### src/design/assert_macros.svh
// Assertion macros shared by the display mode sequencer RTL.
// Each macro expands to one labeled concurrent assertion clocked on clk.
`ifndef ASSERT_MACROS_SVH
`define ASSERT_MACROS_SVH

// Checked only while out of reset.
`define ASSERT_RST(label, prop, msg) \
    label: assert property (@(posedge clk) disable iff (!rst_n) (prop)) else $error(msg);

// Checked on every edge, during reset too.
`define ASSERT_ALL(label, prop, msg) \
    label: assert property (@(posedge clk) (prop)) else $error(msg);

`endif

### src/design/lmts_pkg.sv
// Package for the display mode sequencer: payload structs, state struct,
// opcodes, mode codes, timing constants and the scroll penalty table. No dependencies.
package lmts_pkg;

    // Request opcodes
    localparam logic [1:0] OP_TICK = 2'd0;
    localparam logic [1:0] OP_CTRL = 2'd1;
    localparam logic [1:0] OP_STAT = 2'd2;
    localparam logic [1:0] OP_NOP  = 2'd3;

    // Configuration register indexes
    localparam logic CFG_LINE_COMPARE  = 1'b0;
    localparam logic CFG_FINE_SCROLL_X = 1'b1;

    // Display modes
    typedef enum logic [1:0] {
        MODE_HBLANK = 2'd0,
        MODE_VBLANK = 2'd1,
        MODE_OAM    = 2'd2,
        MODE_XFER   = 2'd3
    } lmts_mode_t;

    // Tick counts
    localparam logic [6:0] HBLANK_TICKS   = 7'd50;
    localparam logic [6:0] VBLANK_TICKS   = 7'd114;
    localparam logic [6:0] OAM_TICKS      = 7'd21;
    localparam logic [6:0] XFER_TICKS     = 7'd43;
    localparam logic [6:0] OFF_COUNTDOWN  = 7'd115;
    localparam logic [6:0] RESET_COUNTDOWN = 7'd80;

    // Line limits
    localparam logic [7:0] FIRST_VBLANK_LINE = 8'd144;
    localparam logic [7:0] LAST_LINE         = 8'd153;

    // Status bit positions within the 5-bit status field
    localparam int ST_COIN     = 0;
    localparam int ST_HBL_EN   = 1;
    localparam int ST_VBL_EN   = 2;
    localparam int ST_OAM_EN   = 3;
    localparam int ST_COIN_EN  = 4;

    typedef struct packed {
        logic [1:0] opcode;
        logic [7:0] write_data;
    } lmts_in_t;

    typedef struct packed {
        logic [1:0] mode;
        logic [7:0] line;
        logic [7:0] status_read;
        logic       vblank_irq;
        logic       stat_irq;
        logic       render_line;
        logic       display_on;
    } lmts_out_t;

    typedef struct packed {
        logic       enabled;
        lmts_mode_t mode;
        logic [7:0] line;
        logic [6:0] countdown;
        logic [4:0] status;
    } lmts_state_t;

    // Transfer penalty in ticks for the fine horizontal scroll
    function automatic logic [1:0] scroll_penalty(input logic [2:0] fine);
        logic [1:0] pen;
        case (fine)
            3'd0:    pen = 2'd0;
            3'd1:    pen = 2'd1;
            3'd2:    pen = 2'd1;
            3'd3:    pen = 2'd1;
            3'd4:    pen = 2'd1;
            default: pen = 2'd2;
        endcase
        return pen;
    endfunction

endpackage

### src/design/lmts_step.sv
// Next-state and result logic for one request of the display mode sequencer.
// Purely combinational; depends on lmts_pkg.
module lmts_step
    import lmts_pkg::*;
(
    input  lmts_state_t state,
    input  logic [7:0]  line_compare,
    input  logic [2:0]  fine_scroll_x,
    input  lmts_in_t    req,
    output lmts_state_t state_next,
    output lmts_out_t   result
);

    logic [6:0] dec;
    logic [7:0] line_inc;
    logic [6:0] pen;
    logic       coin_chk;
    logic       coin;
    logic       vbl;
    logic       stat;
    logic       render;

    assign dec      = state.countdown - 7'd1;
    assign line_inc = state.line + 8'd1;
    assign pen      = {5'd0, scroll_penalty(fine_scroll_x)};

    // Mode / line / countdown update
    always_comb
    begin
        state_next = state;
        coin_chk   = 1'b0;
        coin       = 1'b0;
        vbl        = 1'b0;
        stat       = 1'b0;
        render     = 1'b0;
        case (req.opcode)
            OP_TICK:
            begin
                if (state.enabled)
                begin
                    state_next.countdown = dec;
                    // early hblank interrupt, one tick before transfer ends
                    if (dec == 7'd1 && state.mode == MODE_XFER && state.status[ST_HBL_EN])
                        stat = 1'b1;
                    if (dec == 7'd0)
                    begin
                        case (state.mode)
                            MODE_HBLANK:
                            begin
                                coin_chk        = 1'b1;
                                state_next.line = line_inc;
                                if (line_inc < FIRST_VBLANK_LINE)
                                begin
                                    state_next.mode      = MODE_OAM;
                                    state_next.countdown = OAM_TICKS;
                                    if (state.status[ST_OAM_EN])
                                        stat = 1'b1;
                                end
                                else
                                begin
                                    state_next.mode      = MODE_VBLANK;
                                    state_next.countdown = VBLANK_TICKS;
                                    vbl                  = 1'b1;
                                    if (state.status[ST_VBL_EN] || state.status[ST_OAM_EN])
                                        stat = 1'b1;
                                end
                            end
                            MODE_VBLANK:
                            begin
                                coin_chk = 1'b1;
                                if (line_inc > LAST_LINE)
                                begin
                                    state_next.line      = 8'd0;
                                    state_next.mode      = MODE_OAM;
                                    state_next.countdown = OAM_TICKS;
                                    if (state.status[ST_OAM_EN])
                                        stat = 1'b1;
                                end
                                else
                                begin
                                    state_next.line      = line_inc;
                                    state_next.countdown = VBLANK_TICKS;
                                end
                            end
                            MODE_OAM:
                            begin
                                state_next.mode      = MODE_XFER;
                                state_next.countdown = XFER_TICKS + pen;
                            end
                            MODE_XFER:
                            begin
                                render               = 1'b1;
                                state_next.mode      = MODE_HBLANK;
                                state_next.countdown = HBLANK_TICKS - pen;
                            end
                            default: ;
                        endcase
                    end
                end
            end
            OP_CTRL:
            begin
                // display off: park at line 0 in hblank
                if (!req.write_data[7])
                begin
                    state_next.line      = 8'd0;
                    state_next.countdown = OFF_COUNTDOWN;
                    state_next.mode      = MODE_HBLANK;
                end
                state_next.enabled = req.write_data[7];
            end
            OP_STAT:
            begin
                state_next.status = req.write_data[6:2];
            end
            default: ;
        endcase

        // Coincidence on line change
        if (coin_chk)
        begin
            coin                       = (state_next.line == line_compare);
            state_next.status[ST_COIN] = coin;
            if (coin && state.status[ST_COIN_EN])
                stat = 1'b1;
        end
    end

    // Result item
    always_comb
    begin
        result.mode        = state_next.mode;
        result.line        = state_next.line;
        result.status_read = {1'b1, state_next.status, state_next.mode};
        result.vblank_irq  = vbl;
        result.stat_irq    = stat;
        result.render_line = render;
        result.display_on  = state_next.enabled;
    end

endmodule

### src/design/lmts_out_reg.sv
// Result register with valid/ready handshake for the display mode sequencer.
// Takes a new result whenever empty or being drained; depends on lmts_pkg.
module lmts_out_reg
    import lmts_pkg::*;
(
    input  logic      clk,
    input  logic      rst_n,
    input  logic      load,
    input  lmts_out_t load_item,
    output logic      can_load,
    output logic      out_valid,
    input  logic      out_ready,
    output lmts_out_t out_item
);

    logic      valid_reg;
    logic      valid_next;
    lmts_out_t item_reg;

    assign can_load   = !valid_reg || out_ready;
    assign valid_next = load || (valid_reg && !out_ready);

    // Valid flag
    always_ff @(posedge clk or negedge rst_n)
    begin
        if (!rst_n)
            valid_reg <= 1'b0;
        else
            valid_reg <= valid_next;
    end

    // Payload
    always_ff @(posedge clk)
    begin
        if (load)
            item_reg <= load_item;
    end

    assign out_valid = valid_reg;
    assign out_item  = item_reg;

endmodule

### src/design/lcd_mode_timing_sequencer.sv
// Top level of the display mode sequencer: config and state registers,
// step logic and result register. Depends on lmts_pkg, lmts_step, lmts_out_reg.
//
//  channel | signals                          | payload
//  in      | in_valid / in_ready              | in_item (lmts_in_t)
//  out     | out_valid / out_ready            | out_item (lmts_out_t)
//  cfg     | cfg_write, cfg_index, cfg_data   | line_compare, fine_scroll_x
//
// One request per cycle while in_ready is high; each request's result is captured in the result register on acceptance.
// The state update and result are one combinational pass from the state registers.
// in_ready is high whenever the result register is empty or being drained.
// Reset: display on, hblank, line 0, countdown 80, status bits and config cleared.
`include "assert_macros.svh"

module lcd_mode_timing_sequencer
    import lmts_pkg::*;
(
    input  logic       clk,
    input  logic       rst_n,
    input  logic       in_valid,
    output logic       in_ready,
    input  lmts_in_t   in_item,
    output logic       out_valid,
    input  logic       out_ready,
    output lmts_out_t  out_item,
    input  logic       cfg_write,
    input  logic       cfg_index,
    input  logic [7:0] cfg_data
);

    lmts_state_t state_reg;
    lmts_state_t state_next;
    lmts_out_t   result;
    logic [7:0]  line_compare_reg;
    logic [2:0]  fine_scroll_reg;
    logic        accept;

    assign accept = in_valid && in_ready;

    // Configuration registers
    always_ff @(posedge clk or negedge rst_n)
    begin
        if (!rst_n)
        begin
            line_compare_reg <= 8'd0;
            fine_scroll_reg  <= 3'd0;
        end
        else if (cfg_write)
        begin
            if (cfg_index == CFG_LINE_COMPARE)
                line_compare_reg <= cfg_data;
            else if (cfg_index == CFG_FINE_SCROLL_X)
                fine_scroll_reg <= cfg_data[2:0];
        end
    end

    // Sequencer state
    always_ff @(posedge clk or negedge rst_n)
    begin
        if (!rst_n)
        begin
            state_reg.enabled   <= 1'b1;
            state_reg.mode      <= MODE_HBLANK;
            state_reg.line      <= 8'd0;
            state_reg.countdown <= RESET_COUNTDOWN;
            state_reg.status    <= 5'd0;
        end
        else if (accept)
        begin
            state_reg <= state_next;
        end
    end

    lmts_step u_step (
        .state         (state_reg),
        .line_compare  (line_compare_reg),
        .fine_scroll_x (fine_scroll_reg),
        .req           (in_item),
        .state_next    (state_next),
        .result        (result)
    );

    lmts_out_reg u_out_reg (
        .clk       (clk),
        .rst_n     (rst_n),
        .load      (accept),
        .load_item (result),
        .can_load  (in_ready),
        .out_valid (out_valid),
        .out_ready (out_ready),
        .out_item  (out_item)
    );

    // Checks
    `ASSERT_RST(a_accept_fills, accept |=> out_valid, "accepted request produced no result")
    `ASSERT_RST(a_no_overrun, (out_valid && !out_ready) |-> !in_ready, "request taken over a stalled result")
    `ASSERT_RST(a_vbl_entry, (out_valid && out_item.vblank_irq) |-> (out_item.line == FIRST_VBLANK_LINE && out_item.mode == MODE_VBLANK), "vblank irq off first vblank line")
    `ASSERT_RST(a_line_range, state_reg.line <= LAST_LINE, "line counter beyond last line")

endmodule
### config.mk
export PLATFORM = sky130hd
export DESIGN_NAME = lcd_mode_timing_sequencer
export DESIGN_NICKNAME = d
export VERILOG_FILES = /design/src/design/lmts_pkg.sv /design/src/design/lmts_step.sv /design/src/design/lmts_out_reg.sv /design/src/design/lcd_mode_timing_sequencer.sv
export VERILOG_INCLUDE_DIRS = /design/src /design/src/design
export SDC_FILE = /design/constraint.sdc
export NUM_CORES = 1
export LEC_CHECK = 0
export ABC_AREA = 1
export BUFFER_PORTS_ARGS = -buffer_cell sky130_fd_sc_hd__clkbuf_2
export CORE_MARGIN = 2
export CORE_UTILIZATION = 50
export DETAILED_ROUTE_END_ITERATION = 10
export PLACE_DENSITY = 0.7
export SYNTH_ARGS = -nofsm -noshare
export SYNTH_HDL_FRONTEND = slang
export SYNTH_SLANG_ARGS = --single-unit
### constraint.sdc
create_clock -name clk -period 3.1 [get_ports clk]
set_input_delay 0.31 -clock clk [delete_from_list [all_inputs] [get_ports clk]]
set_output_delay 0.31 -clock clk [all_outputs]
set_load 0.05 [all_outputs]
==> impl_results.rst, run 1 <==
.. list-table::
   :header-rows: 1

   * - Metric
     - Value
   * - Result of the run
     - finished clean
   * - Final setup TNS
     - 0 ns
   * - Classification of the worst setup path
     - flip-flop to flip-flop
   * - Maximum VDD drop
     - 287 uV
   * - Clock-pin slew on the worst setup and hold paths
     - 0.09 ns
   * - Ratio of final minimum period to clock period
     - 0.853
   * - Clock sink count
     - 54
   * - Post-CTS Hold Fix Bufs
     - 0
   * - Reg2Reg Launch Point
     - state_reg[5]
   * - Max frequency
     - 0.378 GHz
   * - Clock Tree Buf Depth
     - 2
   * - Number of H-tree levels
     - 2
   * - Count of flip-flops with a built-in enable after synthesis
     - 19
   * - Area growth, synth to finish
     - 10.8%
   * - Startpoint of the worst setup timing path
     - state_reg[5]
   * - Total routed wirelength
     - 7.46 mm
   * - Post-DP HPWL
     - 5.60 mm
   * - Most common library cell in the layout ignoring fill and taps
     - sky130_fd_sc_hd__nand2_1
   * - IO Port Bufs
     - 44
   * - Leading register cell type out of synthesis
     - sky130_fd_sc_hd__dfrtp_1
   * - Number of endpoints failing setup at the final stage
     - 0
   * - Drt wl/cell
     - 13.7 microns
   * - Pin count of the biggest net entering global routing
     - 38
   * - Share of async-settable or async-resettable flops after synthesis
     - 0.648
   * - Max-Cap Viols
     - 0
   * - Placement Rows
     - 29
   * - Global-route wire length before repair
     - 12.3 mm
   * - Slew HR
     - 0.391
   * - Clock root buffer
     - sky130_fd_sc_hd__clkbuf_8
   * - Slew at the pin closest to its max-slew limit
     - 0.914 ns
   * - Combined flip-flop and latch cell area
     - 1450 sq um
   * - Via count of the first global-routing pass
     - 2584
   * - Clock insertion delay at the later pin of the skew report
     - 0.31 ns
   * - Die H
     - 86.2 microns
   * - Iteration-0 DRC count of the detailed router
     - 174
   * - Leak pwr
     - 1.80 nW
   * - Core box area
     - 6460 sq um
   * - Number of synthesized register bits
     - 54
   * - Post-detailed-route via-to-cell ratio
     - 5.30
   * - Max reg flops
     - 23
   * - Warnings, synthesis
     - 0
   * - Starting Density
     - 0.523
   * - Number of placed I/O pins
     - 48
   * - Proportion of layout cells with a drive suffix above 1
     - 0.221
   * - Routability congestion estimate from global placement
     - 0.880
   * - TritonRoute pass-1 iters
     - 6
   * - Number of fill cells
     - 599
   * - Total nets after synthesis
     - 454
   * - Power Dens Cells
     - 631 nW/um^2
   * - Distinct cells, synth
     - 45
   * - DRC violations left
     - 0
   * - Post-CTS Resized
     - 0
   * - Post-layout net count
     - 495
   * - Vias
     - 2880
   * - Sort of element at the end of the critical path
     - flip-flop
   * - RSZ-0062 raised after global routing
     - no
   * - Worst Clk Skew
     - 0.00774 ns
   * - Global Route Usage Sum
     - 0.210
   * - Postcts setup bufs
     - 0
   * - Worst Path Arrival
     - 2.70 ns
   * - Overall die area
     - 7430 sq um
   * - Element type at the critical path start
     - flip-flop
   * - Worst endpoint required time
     - 3.16 ns
   * - Worst-case setup margin in the final layout
     - 0.456 ns
   * - Number of buffers created by CTS
     - 5
   * - Cell area after synthesis
     - 3380 sq um
   * - Number of hold violations in the final report
     - 0
   * - Instance count of the mapped netlist
     - 424
   * - Count of nets left with antenna violations after detail routing
     - 0
   * - Average cell area after synthesis
     - 7.97 sq um
   * - Pre-CTS setup slack
     - 0.443 ns
   * - Path type of the worst min-delay path
     - input pin to asynchronous set/reset pin
   * - Leading cell types in the layout, fill and taps excluded
     - 100 x sky130_fd_sc_hd__nand2_1, 61 x sky130_fd_sc_hd__inv_1, 44 x sky130_fd_sc_hd__clkbuf_2
   * - Width of the chip
     - 86.2 microns
   * - Clock period minus worst slack
     - 2.64 ns
   * - Initial antenna violation count
     - 0
   * - Pins over their slew limit
     - 0
   * - Clock tree from TritonCTS
     - yes
   * - Proportion of synthesized chip area in sequential cells
     - 0.429
   * - Antenna cell count
     - 0
   * - Area of the multi-input gates
     - 1610 sq um
   * - Critical path fanouts, max
     - 10
   * - Congestion Overflow GR
     - 0
## worst paths after layout
kind	to	slack [ns]	cells after the start
setup / recovery	u_out_reg.out_item[2]	0.46	17
hold / removal	state_reg[5]	0.12	1
setup reg to reg	u_out_reg.out_item[2]	0.46	17
hold reg to reg	state_reg[0]	0.49	2
max in group asynchronous	state_reg[1]	2.42	1
min in group clk	u_out_reg.out_valid	0.20	3
## power by group
group	switching, W	leakage, nW	internal (W)
combinational	0.000628	1.13	0.000281
sequential	0.000119	0.615	0.000873
clock	0.000219	0.0524	0.000242
total	0.000966	1.80	0.00140
## Yosys cell counts, types with 2 or more instances
cell type / instances / area [sq um]
sky130_fd_sc_hd__nor2_2: 5 / 31.3
sky130_fd_sc_hd__dfrtp_1: 32 / 801
sky130_fd_sc_hd__nand2_2: 15 / 93.8
sky130_fd_sc_hd__nand4_1: 9 / 56.3
sky130_fd_sc_hd__o22ai_1: 5 / 31.3
sky130_fd_sc_hd__dfstp_2: 3 / 78.8
sky130_fd_sc_hd__nor2_1: 28 / 105
sky130_fd_sc_hd__nand3_1: 23 / 115
sky130_fd_sc_hd__nand2_1: 100 / 375
sky130_fd_sc_hd__a31oi_1: 2 / 12.5
sky130_fd_sc_hd__buf_4: 5 / 37.5
sky130_fd_sc_hd__clkbuf_1: 3 / 11.3
sky130_fd_sc_hd__o21ai_0: 35 / 175
sky130_fd_sc_hd__ha_1: 6 / 75.1
sky130_fd_sc_hd__nand3_2: 10 / 100
sky130_fd_sc_hd__nand2_4: 2 / 22.5
sky130_fd_sc_hd__xor2_1: 2 / 17.5
sky130_fd_sc_hd__inv_1: 61 / 229
sky130_fd_sc_hd__a21oi_1: 21 / 105
sky130_fd_sc_hd__buf_2: 3 / 15.0
sky130_fd_sc_hd__o21ai_1: 3 / 15.0
sky130_fd_sc_hd__nor2_4: 2 / 22.5
sky130_fd_sc_hd__mux2_2: 2 / 22.5
sky130_fd_sc_hd__nor3_1: 5 / 25.0
sky130_fd_sc_hd__edfxtp_1: 19 / 571
sky130_fd_sc_hd__nand3_4: 3 / 52.6
sky130_fd_sc_hd__nor2_8: 2 / 40.0
## kinds of logic (layout without fill, tap and decap cells)
group / count (synthesis) / in the layout / share of synthesized area
simple gates: 209 / 209 / 0.323
buf+inv: 77 / 119 / 0.0948
compound gates: 71 / 71 / 0.113
flops: 54 / 54 / 0.429
fa+ha+maj: 6 / 6 / 0.0222
xor+xnor: 3 / 3 / 0.00778
mux: 3 / 3 / 0.00963
other cells: 1 / 1 / 0.00111
## routing by layer
metal  track usage  part of all wire
met1         0.305              0.47
met2         0.333              0.48
met3        0.0286             0.045
met4        0.0540            0.0090
met5             0                 0
## critical path: stages (launching register included)
cell and delay, ns:
sky130_fd_sc_hd__dfrtp_1 0.39, sky130_fd_sc_hd__inv_1 0.20, sky130_fd_sc_hd__ha_1 0.28, sky130_fd_sc_hd__nand2_1 0.09, sky130_fd_sc_hd__nand2_2 0.09, sky130_fd_sc_hd__nand3_4 0.09, sky130_fd_sc_hd__nor2_8 0.24, sky130_fd_sc_hd__nand2_4 0.13
sky130_fd_sc_hd__nor2_4 0.10, sky130_fd_sc_hd__nand2_2 0.10, sky130_fd_sc_hd__nand2_1 0.12, sky130_fd_sc_hd__nand3_2 0.09, sky130_fd_sc_hd__nand2_1 0.11, sky130_fd_sc_hd__nand2_1 0.06, sky130_fd_sc_hd__nand3_1 0.09, sky130_fd_sc_hd__nor3_2 0.05
sky130_fd_sc_hd__nand2_2 0.09, sky130_fd_sc_hd__o21ai_1 0.07
## layout make-up
type,count,share of cell area
Multi-Input combinational cell,293,0.430
Sequential cell,54,0.387
Timing Repair Buffer,47,0.0648
Inverter,64,0.0645
Tap cell,77,0.0257
Clock buffer,7,0.0204
Clock inverter,1,0.00802
## metrics by stage
step,util,cell area (sq um),instances,hold WS (ns),power [W]
2_1_floorplan,-,3380,424,0.0144,0.00172
5_1_grt,0.580,3750,543,0.172,0.00252
3_3_place_gp,0.564,3640,535,0.457,0.00189
3_5_place_dp,0.564,3640,535,0.465,0.00191
6_report,0.580,3750,543,0.121,0.00236
4_1_cts,0.580,3750,543,0.151,0.00238
(Power assumes the default switching activity.)
==> run 2, diff against run 1 <==
--- a/config.mk
+++ b/config.mk
@@ -6,11 +6,12 @@
 export SDC_FILE = /design/constraint.sdc
 export NUM_CORES = 1
 export LEC_CHECK = 0
-export ABC_AREA = 1
+export ABC_CLOCK_PERIOD_IN_PS = 3100
 export BUFFER_PORTS_ARGS = -buffer_cell sky130_fd_sc_hd__clkbuf_2
 export CORE_MARGIN = 2
 export CORE_UTILIZATION = 50
 export DETAILED_ROUTE_END_ITERATION = 10
+export MAX_ROUTING_LAYER = met4
 export PLACE_DENSITY = 0.7
 export SYNTH_ARGS = -nofsm -noshare
 export SYNTH_HDL_FRONTEND = slang
==> run 2 against run 1 <==
The run now ends with setup timing left. Design area increased by 5.7%. Combinational power decreased by 55%. Register-to-register slack worse by 0.53 ns. Critical path type unchanged. Critical endpoint unchanged. Largest power group unchanged. Highest routed layer unchanged.
==> impl_results.rst, run 2 <==
.. list-table::
   :header-rows: 1

   * - Metric
     - Value
   * - Clock-pin slew on the worst setup and hold paths
     - 0.10 ns
   * - Most repeated cell in the gate-level netlist after synthesis
     - sky130_fd_sc_hd__nand2_1
   * - Placement Rows
     - 29
   * - Share of async-settable or async-resettable flops after synthesis
     - 0.648
   * - Clock tree from TritonCTS
     - yes
   * - Width of the chip
     - 84.7 microns
   * - Instance count of the mapped netlist
     - 330
   * - Pin count of the biggest net entering global routing
     - 37
   * - Leading register cell type out of synthesis
     - sky130_fd_sc_hd__dfrtp_1
   * - Violations in the final reports
     - setup timing
   * - Number of H-tree levels
     - 2
   * - Post-layout net count
     - 429
   * - Count of nets left with antenna violations after detail routing
     - 0
   * - Critical path fanouts, max
     - 5
   * - Max frequency
     - 0.315 GHz
   * - Number of hold violations in the final report
     - 0
   * - Warnings, synthesis
     - 0
   * - Biggest area contributors in the synthesized netlist
     - sky130_fd_sc_hd__dfrtp_1 25%, sky130_fd_sc_hd__edfxtp_1 18%, sky130_fd_sc_hd__mux2_2 6.9%
   * - Leading cell types in the layout, fill and taps excluded
     - 51 x sky130_fd_sc_hd__nand2_1, 44 x sky130_fd_sc_hd__clkbuf_2, 36 x sky130_fd_sc_hd__buf_4
   * - Slew at the pin closest to its max-slew limit
     - 0.922 ns
   * - Final setup TNS
     - -0.117 ns
   * - Starting Density
     - 0.515
   * - Worst Clk Skew
     - 0.0117 ns
   * - Clock root buffer
     - sky130_fd_sc_hd__clkbuf_8
   * - Commonest cells in the synthesized netlist
     - 51 x sky130_fd_sc_hd__nand2_1, 32 x sky130_fd_sc_hd__dfrtp_1, 20 x sky130_fd_sc_hd__mux2_2, 19 x sky130_fd_sc_hd__edfxtp_1, 19 x sky130_fd_sc_hd__o21ai_0
   * - Total routed wirelength
     - 7.91 mm
   * - Routability congestion estimate from global placement
     - 0.911
   * - Path type of the worst min-delay path
     - input pin to asynchronous set/reset pin
   * - Clock sink count
     - 54
   * - Antenna cell count
     - 0
   * - Worst Path Arrival
     - 3.30 ns
   * - Distinct cells, synth
     - 67
   * - Pins over their slew limit
     - 0
   * - Drt wl/cell
     - 16.6 microns
   * - Total nets after synthesis
     - 360
   * - Worst endpoint required time
     - 3.23 ns
   * - Result of the run
     - complete, but fails checks
   * - DRC violations left
     - 0
   * - Core box area
     - 6310 sq um
   * - Iteration-0 DRC count of the detailed router
     - 221
   * - TritonRoute pass-1 iters
     - 5
   * - Proportion of synthesized chip area in sequential cells
     - 0.446
   * - Max reg flops
     - 23
   * - Element type at the critical path start
     - flip-flop
   * - Number of endpoints failing setup at the final stage
     - 3
   * - Count of flip-flops with a built-in enable after synthesis
     - 19
   * - Power Dens Cells
     - 448 nW/um^2
   * - Area growth, synth to finish
     - 21.6%
   * - Die H
     - 84.7 microns
   * - Clock period minus worst slack
     - 3.17 ns
   * - M1 WL
     - 3.55 mm
   * - Number of synthesized register bits
     - 54
   * - Initial antenna violation count
     - 0
   * - Highest Signal Layer
     - met4
   * - Worst-case setup margin in the final layout
     - -0.0750 ns
   * - Cell area after synthesis
     - 3250 sq um
   * - Post-detailed-route via-to-cell ratio
     - 5.86
   * - Average cell area after synthesis
     - 9.86 sq um
   * - Via count of the first global-routing pass
     - 2642
   * - Clock Tree Buf Depth
     - 2
   * - Number of buffers created by CTS
     - 5
   * - Classification of the worst setup path
     - flip-flop to flip-flop
   * - Vias
     - 2793
   * - Most common library cell in the layout ignoring fill and taps
     - sky130_fd_sc_hd__nand2_1
   * - Number of placed I/O pins
     - 48
   * - Slew HR
     - 0.385
   * - Wire length on met2
     - 3.77 mm
   * - Max-Cap Viols
     - 0
   * - Maximum VDD drop
     - 255 uV
   * - Congestion Overflow GR
     - 0
   * - Proportion of netlist area held by the largest area contributor
     - 0.246
   * - Sort of element at the end of the critical path
     - flip-flop
   * - Global Route Usage Sum
     - 0.230
   * - RSZ-0062 raised after global routing
     - yes
   * - Dominant cell type by area after synthesis
     - sky130_fd_sc_hd__dfrtp_1
   * - Leak pwr
     - 1.70 nW
   * - Reg-to-reg slack, setup
     - -0.07 ns
   * - Post-CTS Hold Fix Bufs
     - 0
   * - Pre-CTS setup slack
     - -0.165 ns
   * - Ratio of final minimum period to clock period
     - 1.02
   * - Global-route wire length before repair
     - 12.7 mm
   * - Post-DP HPWL
     - 5.80 mm
   * - Length of routed met3 wiring
     - 402 microns
   * - Clock insertion delay at the later pin of the skew report
     - 0.31 ns
   * - Overall die area
     - 7170 sq um
   * - Proportion of layout cells with a drive suffix above 1
     - 0.328
   * - IO Port Bufs
     - 44
## run 2: cell count changes in the layout (fill, tap and decap cells not counted), moves of 8 or more
cell | previous run | this run
sky130_fd_sc_hd__mux2_2 | 2 | 20
sky130_fd_sc_hd__buf_4 | 3 | 36
sky130_fd_sc_hd__nand3_2 | 10 | 0
sky130_fd_sc_hd__nand2_2 | 15 | 0
sky130_fd_sc_hd__inv_1 | 61 | 9
sky130_fd_sc_hd__nand2_1 | 100 | 51
sky130_fd_sc_hd__nor2_1 | 28 | 12
sky130_fd_sc_hd__o21ai_0 | 35 | 19
sky130_fd_sc_hd__xnor2_1 | 1 | 9
sky130_fd_sc_hd__nand3_1 | 23 | 6
## run 2: critical path, cell delays in order (launching register included)
cell,delay [ns]
sky130_fd_sc_hd__dfrtp_1,0.41
sky130_fd_sc_hd__inv_2,0.09
sky130_fd_sc_hd__ha_4,0.15
sky130_fd_sc_hd__or3b_4,0.40
sky130_fd_sc_hd__or4b_4,0.54
sky130_fd_sc_hd__a311oi_4,0.29
sky130_fd_sc_hd__nor2_4,0.11
sky130_fd_sc_hd__a32oi_2,0.23
sky130_fd_sc_hd__xor2_1,0.19
sky130_fd_sc_hd__nand4_1,0.23
sky130_fd_sc_hd__o41ai_2,0.35
## run 2: path summary, 6_finish.rpt
kind | startpoint | endpoint | cells past startpoint
setup / recovery | state_reg[5] | u_out_reg.out_item[2] | 10
max in group asynchronous | rst_n | line_compare_reg[2] | 1
hold / removal | rst_n | state_reg[2] | 1
hold reg to reg | state_reg[1] | state_reg[1] | 2
setup reg to reg | state_reg[5] | u_out_reg.out_item[2] | 10
min in group clk | in_valid | u_out_reg.out_valid | 2
## run 2: stage by stage
step                area, sq um   util  std cells  hold slack [ns]  total power [W]
floorplan                  3270      -        330           0.0144          0.00115
global placement           3730  0.591        463            0.496          0.00127
detailed placement         3730  0.591        463            0.485          0.00129
CTS                        3910  0.619        473            0.143          0.00178
global route               3960  0.627        477            0.185          0.00185
finish                     3960  0.627        477            0.114          0.00177
## run 2: cell type report
| class | instances | area (sq um) |
|---|---|---|
| clock inverters | 2 | 37.5 |
| inverters | 12 | 45.0 |
| clock buffers | 6 | 72.6 |
| flip-flops and latches | 54 | 1450 |
| well taps | 77 | 96.3 |
| fillers | 544 | 2350 |
| repair buffers | 80 | 490 |
| multi-input cells | 246 | 1770 |
## run 2: repair_timing
item	CTS	global route
gates cloned	0	0
buffers inserted	2	4
pin swaps	7	2
setup endpoints to repair	3	3
resized for setup	9	3
## run 2: where the power goes
| group | total [W] | internal, W | switching [W] |
|---|---|---|---|
| clock network | 0.000479 | 0.000241 | 0.000238 |
| registers | 0.000884 | 0.000818 | 0.0000662 |
| logic | 0.000411 | 0.000162 | 0.000249 |
## run 2: per-layer routing
| metal | track usage | vias to the layer above |
|---|---|---|
| met1 | 0.305 | 1332 |
| met2 | 0.367 | 102 |
| li1 | - | 1338 |
| met5 | - | - |
| met4 | 0.0707 | 0 |
| met3 | 0.0315 | 21 |
## run 2: logic make-up after synthesis
kind of cell,synth area share
other,0.00115
AND/OR/NAND/NOR,0.173
buffers and inverters,0.0396
XOR/XNOR,0.0458
adder cells (fa/ha/maj),0.0231
AO/OA/AOI/OAI,0.200
multiplexers,0.0723
flip-flops,0.446
